===== config.mk =====
export PLATFORM = sky130hd
export DESIGN_NAME = run_skip_dump_frame_decoder_flat
export DESIGN_NICKNAME = d
export VERILOG_FILES = /design/src/rtl/rsd_pkg.sv /design/src/rtl/rsd_in_if.sv /design/src/rtl/rsd_out_if.sv /design/src/rtl/run_skip_dump_frame_decoder.sv /design/src/rtl/rsd_parse.sv /design/src/flat_wrapper.sv
export SDC_FILE = /design/constraint.sdc
export NUM_CORES = 1
export LEC_CHECK = 0
export BUFFER_PORTS_ARGS = -buffer_cell sky130_fd_sc_hd__buf_2
export CORE_ASPECT_RATIO = 1.75
export CORE_MARGIN = 1
export CORE_UTILIZATION = 50
export DETAILED_ROUTE_END_ITERATION = 12
export PLACE_DENSITY = 0.74
export SLEW_MARGIN = 20
export SYNTH_ARGS = -nofsm -noshare
export SYNTH_HDL_FRONTEND = slang
export SYNTH_SLANG_ARGS = --single-unit

===== constraint.sdc =====
create_clock -name i_clk -period 7.05 [get_ports i_clk]
set_input_delay 1.0575 -clock i_clk [delete_from_list [all_inputs] [get_ports i_clk]]
set_output_delay 1.0575 -clock i_clk [all_outputs]
set_load 0.02 [all_outputs]

===== src/rtl/rsd_pkg.sv =====
// Shared types and constants for the run/skip/dump frame decoder.
package rsd_pkg;

    // Default destination buffer size in bytes
    localparam int unsigned BUFFER_SIZE_DEF = 65536;

    // Opcode byte codes
    localparam logic [7:0] OP_SHORT_FILL = 8'h00;
    localparam logic [7:0] OP_WORD       = 8'h80;

    // Bit positions inside the 16-bit control word
    localparam int unsigned WORD_LONG_BIT = 15;
    localparam int unsigned WORD_FILL_BIT = 14;

    // Parser phase
    typedef enum logic [2:0] {
        PH_OPCODE     = 3'd0,
        PH_FILL_COUNT = 3'd1,
        PH_FILL_COLOR = 3'd2,
        PH_LITERAL    = 3'd3,
        PH_WORD_LO    = 3'd4,
        PH_WORD_HI    = 3'd5
    } t_phase;

    // Result kind
    typedef enum logic [1:0] {
        KIND_WRITE = 2'd0,
        KIND_FILL  = 2'd1,
        KIND_END   = 2'd2
    } t_kind;

    // Parser state other than the destination offset
    typedef struct packed {
        t_phase      phase;
        logic [13:0] remaining;
        logic [7:0]  low_byte;
    } t_parse_state;

    // One result item
    typedef struct packed {
        t_kind       kind;
        logic [15:0] address;
        logic [13:0] run_length;
        logic [7:0]  value;
        logic        overrun;
    } t_result;

endpackage


===== src/rtl/rsd_in_if.sv =====
// Input byte stream channel: valid/ready with one compressed byte.
interface rsd_in_if;
    logic       valid;
    logic       ready;
    logic [7:0] byte_in;

    modport source (output valid, output byte_in, input ready);
    modport sink   (input valid, input byte_in, output ready);
endinterface


===== src/rtl/rsd_out_if.sv =====
// Result channel: valid/ready with one decoded write, fill run or frame end.
interface rsd_out_if;
    logic        valid;
    logic        ready;
    logic [1:0]  kind;
    logic [15:0] address;
    logic [13:0] run_length;
    logic [7:0]  value;
    logic        overrun;

    modport source (output valid, output kind, output address, output run_length,
                    output value, output overrun, input ready);
    modport sink   (input valid, input kind, input address, input run_length,
                    input value, input overrun, output ready);
endinterface


===== src/rtl/run_skip_dump_frame_decoder.sv =====
// Top level of the run/skip/dump frame decoder.
//
// Usage: compressed frame bytes enter on i_in (valid/ready, byte_in), one
// transfer per byte. Decoded items leave on o_out: single byte writes, fill
// runs (address, run_length, color) and a frame-end marker; overrun flags any
// write or run reaching past BUFFER_SIZE. Skips and header bytes give no item.
// Throughput: one byte per cycle while i_in.ready is high, set by the
// combinational parse logic between the parser state and result registers.
// Output: the result of a byte is registered in the result register, or in
// the skid register while the result register still holds an untaken result.
// Stalls: a two-entry output buffer (result register plus skid register)
// lets a byte be taken while one result waits; i_in.ready drops only while
// both entries are full, and rises again once o_out transfers.
// Reset: synchronous, active low; the parser returns to opcode parsing with
// offset 0 and both output entries empty. No clearing pass is needed.
module run_skip_dump_frame_decoder #(
    parameter int unsigned BUFFER_SIZE = rsd_pkg::BUFFER_SIZE_DEF
) (
    input  logic       i_clk,
    input  logic       i_rst_n,
    rsd_in_if.sink     i_in,
    rsd_out_if.source  o_out
);
    localparam int unsigned OFF_W = $clog2(BUFFER_SIZE) + 1;

    rsd_pkg::t_parse_state r_state, n_state;
    logic [OFF_W-1:0]      r_offset, n_offset;
    rsd_pkg::t_result      r_out, r_skid, new_res;
    logic                  r_out_valid, r_skid_valid;
    logic                  new_valid;
    logic                  in_xfer;
    logic                  out_xfer;

    assign i_in.ready = !r_skid_valid;
    assign in_xfer    = i_in.valid && !r_skid_valid;
    assign out_xfer   = r_out_valid && o_out.ready;

    rsd_parse #(
        .BUFFER_SIZE (BUFFER_SIZE),
        .OFF_W       (OFF_W)
    ) u_parse (
        .i_state     (r_state),
        .i_offset    (r_offset),
        .i_byte      (i_in.byte_in),
        .o_state     (n_state),
        .o_offset    (n_offset),
        .o_res_valid (new_valid),
        .o_res       (new_res)
    );

    // Parser state
    always_ff @(posedge i_clk) begin
        if (!i_rst_n) begin
            r_state.phase     <= rsd_pkg::PH_OPCODE;
            r_state.remaining <= 14'd0;
            r_state.low_byte  <= 8'd0;
            r_offset          <= '0;
        end else if (in_xfer) begin
            r_state  <= n_state;
            r_offset <= n_offset;
        end
    end

    // Output register with skid entry
    always_ff @(posedge i_clk) begin
        if (!i_rst_n) begin
            r_out_valid  <= 1'b0;
            r_skid_valid <= 1'b0;
        end else if (r_skid_valid) begin
            if (out_xfer) begin
                r_skid_valid <= 1'b0;
            end
        end else if (in_xfer && new_valid) begin
            if (!r_out_valid || out_xfer) begin
                r_out_valid <= 1'b1;
            end else begin
                r_skid_valid <= 1'b1;
            end
        end else if (out_xfer) begin
            r_out_valid <= 1'b0;
        end
    end

    // Payload, no reset
    always_ff @(posedge i_clk) begin
        if (r_skid_valid) begin
            if (out_xfer) begin
                r_out <= r_skid;
            end
        end else if (in_xfer && new_valid) begin
            if (!r_out_valid || out_xfer) begin
                r_out <= new_res;
            end else begin
                r_skid <= new_res;
            end
        end
    end

    assign o_out.valid      = r_out_valid;
    assign o_out.kind       = r_out.kind;
    assign o_out.address    = r_out.address;
    assign o_out.run_length = r_out.run_length;
    assign o_out.value      = r_out.value;
    assign o_out.overrun    = r_out.overrun;

endmodule


===== src/rtl/rsd_parse.sv =====
// Next-state and result logic for one compressed byte.
module rsd_parse #(
    parameter int unsigned BUFFER_SIZE = rsd_pkg::BUFFER_SIZE_DEF,
    parameter int unsigned OFF_W       = $clog2(BUFFER_SIZE) + 1
) (
    input  rsd_pkg::t_parse_state i_state,
    input  logic [OFF_W-1:0]      i_offset,
    input  logic [7:0]            i_byte,
    output rsd_pkg::t_parse_state o_state,
    output logic [OFF_W-1:0]      o_offset,
    output logic                  o_res_valid,
    output rsd_pkg::t_result      o_res
);
    localparam int unsigned SUM_W = ((OFF_W > 15) ? OFF_W : 15) + 1;
    localparam logic [SUM_W-1:0] BUF_LIM = SUM_W'(BUFFER_SIZE);

    logic [15:0]        word;
    logic [14:0]        adv_amt;
    logic [SUM_W-1:0]   sum;
    logic [OFF_W-1:0]   sat_offset;
    logic [OFF_W+15:0]  off_ext;
    logic [15:0]        address;
    logic               at_end;

    assign word    = {i_byte, i_state.low_byte};
    assign off_ext = {16'b0, i_offset};
    assign address = off_ext[15:0];
    assign at_end  = ({{(SUM_W-OFF_W){1'b0}}, i_offset} >= BUF_LIM);

    // Advance amount for this phase
    always_comb begin
        case (i_state.phase)
            rsd_pkg::PH_FILL_COLOR: adv_amt = {1'b0, i_state.remaining};
            rsd_pkg::PH_LITERAL:    adv_amt = 15'd1;
            rsd_pkg::PH_WORD_HI:    adv_amt = word[14:0];
            default:                adv_amt = {8'b0, i_byte[6:0]};
        endcase
    end

    // Saturating offset advance
    assign sum = {{(SUM_W-OFF_W){1'b0}}, i_offset} + {{(SUM_W-15){1'b0}}, adv_amt};
    assign sat_offset = (sum > BUF_LIM) ? OFF_W'(BUFFER_SIZE) : sum[OFF_W-1:0];

    // Phase decode
    always_comb begin
        o_state     = i_state;
        o_offset    = i_offset;
        o_res_valid = 1'b0;
        o_res.kind       = rsd_pkg::KIND_WRITE;
        o_res.address    = address;
        o_res.run_length = 14'd1;
        o_res.value      = i_byte;
        o_res.overrun    = 1'b0;
        unique case (i_state.phase)
            rsd_pkg::PH_FILL_COUNT: begin
                o_state.remaining = {6'b0, i_byte};
                o_state.phase     = rsd_pkg::PH_FILL_COLOR;
            end
            rsd_pkg::PH_FILL_COLOR: begin
                o_state.phase = rsd_pkg::PH_OPCODE;
                if (i_state.remaining != 14'd0) begin
                    o_res_valid       = 1'b1;
                    o_res.kind        = rsd_pkg::KIND_FILL;
                    o_res.run_length  = i_state.remaining;
                    o_res.overrun     = (sum > BUF_LIM);
                    o_offset          = sat_offset;
                    o_state.remaining = 14'd0;
                end
            end
            rsd_pkg::PH_LITERAL: begin
                o_res_valid       = 1'b1;
                o_res.overrun     = at_end;
                o_offset          = sat_offset;
                o_state.remaining = i_state.remaining - 14'd1;
                if (i_state.remaining == 14'd1) begin
                    o_state.phase = rsd_pkg::PH_OPCODE;
                end
            end
            rsd_pkg::PH_WORD_LO: begin
                o_state.low_byte = i_byte;
                o_state.phase    = rsd_pkg::PH_WORD_HI;
            end
            rsd_pkg::PH_WORD_HI: begin
                o_state.phase = rsd_pkg::PH_OPCODE;
                if (word == 16'd0) begin
                    // frame end: restart offset
                    o_res_valid       = 1'b1;
                    o_res.kind        = rsd_pkg::KIND_END;
                    o_res.address     = 16'd0;
                    o_res.run_length  = 14'd0;
                    o_res.value       = 8'd0;
                    o_offset          = '0;
                    o_state.remaining = 14'd0;
                end else if (!word[rsd_pkg::WORD_LONG_BIT]) begin
                    o_offset = sat_offset;
                end else if (word[rsd_pkg::WORD_FILL_BIT]) begin
                    o_state.remaining = word[13:0];
                    o_state.phase     = rsd_pkg::PH_FILL_COLOR;
                end else begin
                    o_state.remaining = word[13:0];
                    if (word[13:0] != 14'd0) begin
                        o_state.phase = rsd_pkg::PH_LITERAL;
                    end
                end
            end
            default: begin
                o_state.phase = rsd_pkg::PH_OPCODE;
                if (i_byte == rsd_pkg::OP_SHORT_FILL) begin
                    o_state.phase = rsd_pkg::PH_FILL_COUNT;
                end else if (!i_byte[7]) begin
                    o_state.remaining = {6'b0, i_byte};
                    o_state.phase     = rsd_pkg::PH_LITERAL;
                end else if (i_byte != rsd_pkg::OP_WORD) begin
                    o_offset = sat_offset;
                end else begin
                    o_state.phase = rsd_pkg::PH_WORD_LO;
                end
            end
        endcase
    end

endmodule

===== src/flat_wrapper.sv =====
// flat-port wrapper written by rule: the top's interface ports become plain ports
module run_skip_dump_frame_decoder_flat 
#(
    parameter int unsigned BUFFER_SIZE = rsd_pkg::BUFFER_SIZE_DEF
)
  (i_clk, i_rst_n, i_in_valid, i_in_byte_in, i_in_ready, o_out_valid, o_out_kind, o_out_address, o_out_run_length, o_out_value, o_out_overrun, o_out_ready);
  rsd_in_if i_in_i ();
  rsd_out_if o_out_i ();
  input  logic i_clk;
  input  logic i_rst_n;
  input wire logic [$bits(i_in_i.valid)-1:0] i_in_valid;
  input wire logic [$bits(i_in_i.byte_in)-1:0] i_in_byte_in;
  output wire logic [$bits(i_in_i.ready)-1:0] i_in_ready;
  output wire logic [$bits(o_out_i.valid)-1:0] o_out_valid;
  output wire logic [$bits(o_out_i.kind)-1:0] o_out_kind;
  output wire logic [$bits(o_out_i.address)-1:0] o_out_address;
  output wire logic [$bits(o_out_i.run_length)-1:0] o_out_run_length;
  output wire logic [$bits(o_out_i.value)-1:0] o_out_value;
  output wire logic [$bits(o_out_i.overrun)-1:0] o_out_overrun;
  input wire logic [$bits(o_out_i.ready)-1:0] o_out_ready;
  assign i_in_i.valid = i_in_valid;
  assign i_in_i.byte_in = i_in_byte_in;
  assign i_in_ready = i_in_i.ready;
  assign o_out_valid = o_out_i.valid;
  assign o_out_kind = o_out_i.kind;
  assign o_out_address = o_out_i.address;
  assign o_out_run_length = o_out_i.run_length;
  assign o_out_value = o_out_i.value;
  assign o_out_overrun = o_out_i.overrun;
  assign o_out_i.ready = o_out_ready;
  run_skip_dump_frame_decoder #(.BUFFER_SIZE(BUFFER_SIZE)) u_core (.i_clk(i_clk), .i_rst_n(i_rst_n), .i_in(i_in_i), .o_out(o_out_i));
endmodule

==> results.yml, run 1 <==
critical_path:
  worstPathCellList: "or4_1, nor3_1, nand3_1, nand2_1, inv_1, nand2_1, inv_1, a221o_1, ha_1, a21oi_1, o21ai_0, or3_4, a2111oi_2, nand4_1, o21a_1, o41ai_2"
  endpoint_kind: "flop"
  path_class: "flop to flop"
  critPathLaunchType: "flop"
  worst_path_max_delay_cell: "or4_1"
  crit_start: "u_core.r_state[14]"
  max_stage_delay_ns: 0.60
  cp_max_fo: 9
  worstPathRequired_ns: 7.36
  r2r_start: "u_core.r_state[14]"
  worst_ep_arrival_time_ns: 5.71
clocking:
  cts_resized: 0
  cts_setup_buffers: 0
  ctsHoldBuffers: 0
  insertion_delay_ns: 0.42
  cts_tree: "done"
  cts.sinks: 126
  cts.path.max_buffers: 2
  htree_levels: 4
  cts_inserted_buffers: 17
  clkTransAtPathRegs_ns: 0.06
  cts_root_buffer: "clkbuf_16"
yosys:
  synth_fa_ha_area_share_pct: 3.45
  synth_compound_area_share_pct: 15.6
  synth_edf_count: 82
  yosysSeqAreaShare_pct: 49.6
  yosysMostFrequentCell: "nand2_1"
  synth_ff_type: "edfxtp_1"
  ys_types: 72
  synth_common_cells: "nand2_1, edfxtp_1, nor2_1"
  yosysTopAreaCellShare_pct: 36.5
  muxShareOfSynthArea_pct: 6.82
  synthSimpleGateAreaFrac_pct: 18.6
  yosysWarnings: 0
  syn_area_um2: 6750
  syn_inst: 669
  synth_area_leaders: "edfxtp_1, dfxtp_1, mux2_2, nand2_1, and2_1"
  ys_ff_latch: 126
  syn_area_per_cell_um2: 10.1
  synth_top_family_by_area: "simple AND/OR/NAND/NOR gates"
  synth_fp_nets: 699
  synth_top_cell_by_area: "edfxtp_1"
  synth-xor-area-share_pct: 2.21
  async_flop_share_pct: 0
power_and_ir_drop:
  power_density_nw_per_um2: 246
  power.total_mw: 1.89
  ir_drop_mv: 0.152
  power.leakage_nw: 3.07
die:
  dieArea_um2: 14000
  pin_count: 55
  rows: 55
  initial_core_util_pct: 51.6
  chipHeight_um: 156
  core_area_um2: 13100
  die_w_um: 89.8
sta:
  max_freq_ghz: 0.185
  tns_ns: 0
  tightest_slew_ns: 1.12
  finalHoldViolCount: 0
  rsz0062_at_grt: "no"
  fin_worst_skew_ns: 0.00798
  slew_violations: 0
  setup_viol: 0
  relSlewSlack_pct: 25.4
  min_period_ns: 5.39
  holdWs_ns: 0.490
  fin_crit_sh_pct: 76.5
  layout_setup_ws_ns: 1.66
routing:
  wl_mm: 18.2
  post_drt_wl_per_cell_um: 20.4
  vias: 5536
  first_iter_violations: 456
  ant_nets: 0
  drcViolationCount: 0
  firstDrtPassIters: 5
  via_per_inst: 6.19
finish:
  area_growth_pct: 14.2
  post_route_cells_drive_above_1_share_pct: 19.5
  fin_area_um2: 7700
  diodes: 0
  nNetsFinal: 740
placed_design:
  gp_congestion: 1.00
  place_area_um2: 7120
  pre_cts_ws_ns: 1.84
  hpwl_mm: 12.7
  portBuffers: 54
global_routing:
  grt_util_all_layers_pct: 27.0
  grt_pass1_vias: 5434
  gr-total-overflow: 0
  grt_max_degree: 42
  grt_antenna_before_repair: 0
  grt_pass1_wl_mm: 29.0
worst_hold_path:
  hold_start: "u_core.r_offset[1]"
  min_path_type: "flop to flop"
job:
  drv_cap: 0
run_status:
  outcome: "complete, no violations"
metrics by stage:
step / utilization (%) / cells
2_1_floorplan: - / 669
3_3_place_gp: 54.5 / 861
3_5_place_dp: 54.5 / 861
4_1_cts: 58.8 / 893
5_1_grt: 58.9 / 894
6_report: 58.9 / 894
worst max-delay path, delay by kind of cell, from the launching register on:
| family | cells | cell delay, ns |
|---|---|---|
| simple gates | 7 | 2.29 |
| compound gates | 6 | 1.94 |
| buf+inv | 2 | 0.28 |
| fa+ha+maj | 1 | 0.41 |
| flops | 1 | 0.35 |
report_power, final:
group          internal, mW  switching [mW]
clock                 0.499           0.342
combinational        0.0851           0.147
sequential            0.799          0.0199
placed cells by master (no fill, tap or decap), types with 17 or more instances in the layout:
cell type,netlist,routed
nand2_1,85,85
edfxtp_1,82,82
buf_2,3,54
nor2_1,47,47
dfxtp_1,44,44
and2_1,40,40
o21ai_0,37,37
mux2_2,32,32
a21oi_1,30,30
inv_1,24,24
nand3_1,17,17
ha_1,17,17
clkbuf_16,0,17
layer usage:
metal	track usage (%)	wire length [um]	vias up	share of wire (%)
met2	48.1	9380	294	51
met3	5.56	1220	77	6.7
met5	0	0	-	0
met1	29.9	6600	2634	36
met4	15.5	1030	0	5.7
li1	-	-	2531	-
area by class of cell:
type | instances | area (um^2)
fillers | 1119 | 5370
flip-flops and latches | 126 | 3340
multi-input cells | 479 | 3160
clock buffers | 18 | 439
repair buffers | 60 | 319
well taps | 171 | 214
clock inverters | 14 | 131
inverters | 26 | 97.6
flip-flops by register name, summed over array words and instances (netlist names):
signal / flops
u_core.o_out.kind: 2
u_core.r_skid_valid: 1
u_core.o_out.address: 16
u_core.r_offset: 17
u_core.o_out.value: 8
u_core.o_out.run_length: 14
u_core.o_out.overrun: 1
u_core.r_state: 25
u_core.o_out.valid: 1
u_core.r_skid: 41
final timing paths:
kind,end,cells after the start,slack [ns]
worst min register to register,u_core.r_offset[1],2,0.49
worst max-delay path,u_core.r_offset[3],16,1.66
worst max register to register,u_core.r_offset[3],16,1.66
worst min-delay path,u_core.r_offset[1],2,0.49
cells by family after synthesis:
group,after synthesis
compound gates,150
mux,42
fa+ha+maj,18
xor+xnor,17
simple gates,252
flops,126
buf+inv,64
Note: power is estimated with default switching activity, not from simulation.
==> inputs of run 2 (changes only) <==
- ABC_AREA: unset -> 1
- clock period: 7.05 -> 5.1 ns (I/O delays scaled with it)
==> run 2 against run 1 <==
  * Power up 45%
  * Synthesized cell count up 31%
  * Die area up 1.3%
  * Combinational power up 53%
  * Maximum frequency up 33%
  * Sequential power up 39%
  * Critical endpoint is now u_core.r_offset[12]
==> results.yml, run 2 <==
run_status:
  outcome: "complete, no violations"
yosys:
  synth_edf_count: 82
  yosysSeqAreaShare_pct: 48.9
  ys_ff_latch: 126
  synth_area_leaders: "edfxtp_1, nand2_1, dfxtp_1, inv_1, o21ai_0"
  synth_compound_area_share_pct: 12.0
  synth_fa_ha_area_share_pct: 3.40
  async_flop_share_pct: 0
  synth_common_cells: "nand2_1, inv_1, edfxtp_1"
  synth_ff_type: "edfxtp_1"
  syn_area_um2: 6840
  yosysTopAreaCellShare_pct: 36.0
  synth_fp_nets: 908
  yosysMostFrequentCell: "nand2_1"
  syn_inst: 878
  syn_area_per_cell_um2: 7.79
  yosysWarnings: 0
  muxShareOfSynthArea_pct: 0
  synth_top_family_by_area: "simple AND/OR/NAND/NOR gates"
  synthSimpleGateAreaFrac_pct: 26.6
  ys_types: 44
  synth-xor-area-share_pct: 0.513
  synth_top_cell_by_area: "edfxtp_1"
die:
  rows: 56
  initial_core_util_pct: 51.1
  core_area_um2: 13400
  chipHeight_um: 157
  dieArea_um2: 14200
  pin_count: 55
  die_w_um: 90.4
critical_path:
  cp_common_cell: "nand2_1"
  critPathLaunchType: "flop"
  r2r_setup_slack_ns: 1.05
  worstPathRequired_ns: 5.41
  worst_path_max_delay_cell: "ha_1"
  endpoint_kind: "flop"
  worstPathCellList: "inv_1, nor2_2, inv_2, nor2_1, inv_1, nor2_1, nor2_1, o21ai_0, ha_1, nand2_1, inv_1, nand2_1, nand2_1, nand2_1, nand3_1, nand2_1, nand2_1, nor2_1, nand2_1, nor2_1, nand2_1, nand2_2, nand3_1, a21oi_1"
  cp_max_fo: 20
  path_class: "flop to flop"
  worst_ep_arrival_time_ns: 4.36
  max_stage_delay_ns: 0.43
routing:
  via_per_inst: 5.39
  firstDrtPassIters: 6
  drcViolationCount: 0
  post_drt_wl_per_cell_um: 15.7
  wl_mm: 17.4
  first_iter_violations: 566
  vias: 5983
  ant_nets: 0
finish:
  final_common_cell: "nand2_1"
  regMostFlops: "u_core.r_skid"
  post_route_cells_drive_above_1_share_pct: 13.2
  nNetsFinal: 952
  diodes: 0
  instances_no_fill: 1109
  largestRegisters: "u_core.r_skid (41), u_core.r_state (25), u_core.r_offset (17)"
  largest_reg_flops: 41
  final_cell_mix: "nand2_1, inv_1, edfxtp_1"
  area_growth_pct: 14.6
  fin_area_um2: 7830
sta:
  relSlewSlack_pct: 28.6
  tightest_slew_ns: 1.06
  finalHoldViolCount: 0
  setup_viol: 0
  slew_violations: 0
  layout_setup_ws_ns: 1.05
  max_freq_ghz: 0.247
  fin_crit_sh_pct: 79.4
  min_period_ns: 4.05
  fin_worst_skew_ns: 0.0109
  rsz0062_at_grt: "no"
  tns_ns: 0
clocking:
  cts.sinks: 126
  cts_root_buffer: "clkbuf_16"
  cts.path.max_buffers: 2
  clkTransAtPathRegs_ns: 0.06
  htree_levels: 4
  insertion_delay_ns: 0.42
  ctsHoldBuffers: 0
  cts_setup_buffers: 0
  cts_inserted_buffers: 17
  cts_resized: 0
  cts_tree: "done"
global_routing:
  grt_max_degree: 71
  grt_util_all_layers_pct: 25.4
  grt_pass1_wl_mm: 27.9
  grt_pass1_vias: 5643
  grt_antenna_before_repair: 0
  gr-total-overflow: 0
power_and_ir_drop:
  power.total_mw: 2.74
  power.leakage_nw: 3.36
  power_density_nw_per_um2: 350
  ir_drop_mv: 0.202
placed_design:
  gp_congestion: 0.986
  place_area_um2: 7220
  portBuffers: 54
  hpwl_mm: 13.0
  pre_cts_ws_ns: 1.21
  place_inst: 1077
job:
  drv_cap: 0
worst_hold_path:
  min_path_type: "flop to flop"
run 2: area by class of cell:
cell class	count	area (um^2)
fillers	1233	5550
flip-flops and latches	126	3350
multi-input cells	600	2910
inverters	120	450
clock buffers	18	429
repair buffers	57	293
well taps	174	218
clock inverters	14	183
run 2: kinds of logic (layout without fill, tap and decap cells):
group,count (synthesis),in the layout
and+or+nand+nor,429,429
AOI/OAI and AO/OA,149,149
adders and majority gates,18,18
buffers and inverters,152,209
DFF,126,126
xor gates and xnor gates,4,4
run 2: worst max-delay path: cells and delay by family (launching register included):
kind | cells | cell delay, ns
and+or+nand+nor | 17 | 2.15
adders and majority gates | 1 | 0.43
AOI/OAI and AO/OA | 2 | 0.44
DFF | 1 | 0.38
buffers and inverters | 4 | 0.53
run 2: final timing paths:
path,depth (start not counted),from,to
worst min register to register,2,u_core.r_state[9],u_core.r_state[9]
worst max register to register,24,u_core.r_state[23],u_core.r_offset[12]
worst max-delay path,24,u_core.r_state[23],u_core.r_offset[12]
worst min-delay path,2,u_core.r_state[9],u_core.r_state[9]
run 2: metal layers:
metal	vias to the layer above	wire length [um]	track usage, %	part of all wire [%]
met1	2730	6880	29.0	40
met3	54	839	3.50	4.8
met4	0	890	15.3	5.1
met5	-	0	0	0
li1	2976	-	-	-
met2	223	8810	44.9	51
run 2: power breakdown:
part           switching, mW  total (mW)  internal (mW)
Combinational          0.252       0.355          0.103
Clock                  0.466        1.24          0.777
Sequential            0.0215        1.14           1.12
Total                  0.739        2.74           2.00
run 2: metrics by stage:
step	hold slack, ns	util (%)
after floorplan	0.452	-
after global placement	0.469	53.9
after detailed placement	0.474	53.9
after CTS	0.484	58.5
after global routing	0.500	58.5
final	0.484	58.5
==> inputs of run 3 (changes only) <==
- ABC_AREA: 1 -> 0
- PLACE_DENSITY: 0.74 -> 0.77
- clock period: 5.1 -> 3.42 ns (I/O delays scaled with it)
==> run 3 against run 2 <==
  * The flow now finishes with violations (setup timing)
  * Maximum frequency down 5.3%
  * Sequential power up 47%
  * Global-route usage up 8.0 points
  * Routed wire length up 34%
  * Utilization up 14 points
  * First-iteration DRC count up 10%
  * Clock skew up 0.0019 ns
  * Via count up 9.5%
  * Combinational power up 140%
  * Worst hold slack worse by 0.11 ns
  * Largest cell class is now multi-input gates
==> results.yml, run 3 (synthesized netlist as in run 1, its figures left out) <==
run_status:
  outcome: "finished with violations"
  violations: "setup timing"
placed_design:
  portBuffers: 54
  gp_congestion: 1.00
  place_inst: 982
  hpwl_mm: 14.6
  place_area_um2: 8230
power_and_ir_drop:
  power.leakage_nw: 3.95
  p_sw_share_pct: 28.9
  ir_drop_mv: 0.400
  pwr-share-clk_pct: 42.8
  power_frac_comb_pct: 19.1
  internal_power_mw: 3.13
  power.total_mw: 4.41
  seqPwrFrac_pct: 38.1
  power_density_nw_per_um2: 463
  power_switching_mw: 1.27
critical_path:
  cp_max_fo: 6
  endpoint_kind: "flop"
  r2r_setup_slack_ns: -0.86
  r2r_start: "u_core.r_state[15]"
  worst_ep_arrival_time_ns: 4.58
  worstPathRequired_ns: 3.72
  path_class: "flop to flop"
  cp_common_cell: "nand2_4"
  worst_path_max_delay_cell: "or4_4"
  worstPathCellList: "or4_4, nor3_4, nand3_2, nand2_4, inv_6, nand2_4, inv_2, a221o_1, ha_4, nand2b_4, a211o_4, a311oi_4, xor2_1, a2111oi_4, nand4_1, buf_6, o21a_4, o41ai_4"
  r2r-end: "u_core.r_offset[3]"
  max_stage_delay_ns: 0.55
  critPathLaunchType: "flop"
  r2r_cells: 18
sta:
  fin_worst_skew_ns: 0.0128
  setup_viol: 19
  layout_setup_ws_ns: -0.860
  holdWs_ns: 0.371
  min_period_ns: 4.28
  fin_crit_sh_pct: 125
  finalHoldViolCount: 0
  max_freq_ghz: 0.234
  tightest_slew_ns: 0.944
  slew_violations: 0
  relSlewSlack_pct: 36.8
  rsz0062_at_grt: "yes"
  tns_ns: -11.62
finish:
  diodes: 0
  instances_no_fill: 1044
  largest_reg_flops: 41
  fin_area_um2: 9510
  area_growth_pct: 40.9
  nNetsFinal: 890
  final_common_cell: "buf_4"
  largestRegisters: "u_core.r_skid (41), u_core.r_state (25), u_core.r_offset (17)"
  ff_latch_area_um2: 3350
  post_route_cells_drive_above_1_share_pct: 42.2
  regMostFlops: "u_core.r_skid"
  fillCellCount: 835
  final_cell_mix: "buf_4, edfxtp_1, nand2_1"
  multi_input_area_um2: 3740
routing:
  vias: 6553
  ant_nets: 0
  via_per_inst: 6.28
  post_drt_wl_per_cell_um: 22.3
  firstDrtPassIters: 7
  wl_mm: 23.3
  first_iter_violations: 623
  drcViolationCount: 0
clocking:
  clkTransAtPathRegs_ns: 0.06
  cts.sinks: 126
  cts_inserted_buffers: 17
  cts_tree: "done"
  cts_root_buffer: "clkbuf_16"
  ctsHoldBuffers: 0
  cts.path.max_buffers: 2
  htree_levels: 4
  insertion_delay_ns: 0.43
global_routing:
  grt_max_degree: 42
  grt_pass1_wl_mm: 35.4
  gr-total-overflow: 0
  grt_antenna_before_repair: 0
  grt_pass1_vias: 6458
  grt_util_all_layers_pct: 33.4
die:
  rows: 55
  pin_count: 55
  initial_core_util_pct: 51.6
  core_area_um2: 13100
  chipHeight_um: 156
  die_w_um: 89.8
  dieArea_um2: 14000
worst_hold_path:
  hold_depth: 4
  hold_path_end: "u_core.r_skid_valid"
  min_path_type: "input port to flop"
  hold_start: "o_out_ready"
job:
  drv_cap: 0
## run 3: cell count changes in the layout (fill, tap and decap cells not counted), sizes merged, moves of 15 or more
cell and delta:
nand2 -191, buf +152, inv -89, and2 +39
nor2 -36, mux2 +32, a21oi -31, nand3 -26
o21ai -25, and3 +15
## run 3: through the flow
step	utilization (%)	setup slack [ns]
floorplan	-	-0.570
global placement	63.0	-0.656
detailed placement	63.0	-0.729
CTS	71.1	-0.560
global route	72.7	-0.963
finish	72.7	-0.860
## run 3: area by class of cell
type / count / share of cell area (%)
repair buffers: 209 / 15.8
multi-input cells: 480 / 39.3
well taps: 171 / 2.25
flip-flops and latches: 126 / 35.2
clock buffers: 17 / 4.47
clock inverters: 15 / 1.83
inverters: 26 / 1.08
## run 3: metal layers
metal | global-route usage, % | up-vias | share of wire, %
li1 | - | 2844 | -
met1 | 37.4 | 3127 | 35
met2 | 58.7 | 452 | 50
met3 | 6.97 | 130 | 8.0
met4 | 19.2 | 0 | 6.6
met5 | 0 | - | 0
## run 3: critical path, delay by kind of cell, from the launching register on
kind	cells	cell delay [ns]
AOI/OAI and AO/OA	6	1.74
adders and majority gates	1	0.34
DFF	1	0.32
buffers and inverters	3	0.26
xor gates and xnor gates	1	0.15
and+or+nand+nor	7	1.34
## run 3: power by group through the flow
stage / Sequential (mW) / Combinational, mW / Clock (mW)
after floorplan: 1.71 / 0.389 / 0
after global placement: 1.70 / 0.649 / 0
after detailed placement: 1.71 / 0.667 / 0
after CTS: 1.67 / 0.760 / 1.88
after global routing: 1.68 / 0.890 / 1.94
final: 1.68 / 0.842 / 1.89
## run 3: how the worst max path moves through the flow
| stage | end | slack [ns] | start | cells after the start |
|---|---|---|---|---|
| after floorplan | u_core.r_offset[3] | -0.57 | u_core.r_state[17] | 18 |
| after global placement | u_core.r_offset[3] | -0.66 | u_core.r_state[17] | 16 |
| after global routing | u_core.r_offset[3] | -0.96 | u_core.r_state[15] | 18 |
| final | u_core.r_offset[3] | -0.86 | u_core.r_state[15] | 18 |
| after CTS | u_core.r_offset[3] | -0.56 | u_core.r_state[15] | 18 |
| after detailed placement | u_core.r_offset[3] | -0.73 | u_core.r_state[17] | 16 |
## run 3: timing repair
item                                    in CTS  in global routing
buffers inserted                            27                  7
pin swaps                                   32                 23
gates cloned                                 1                  0
endpoints found under the setup margin      19                 25
gates resized for setup                     51                 37
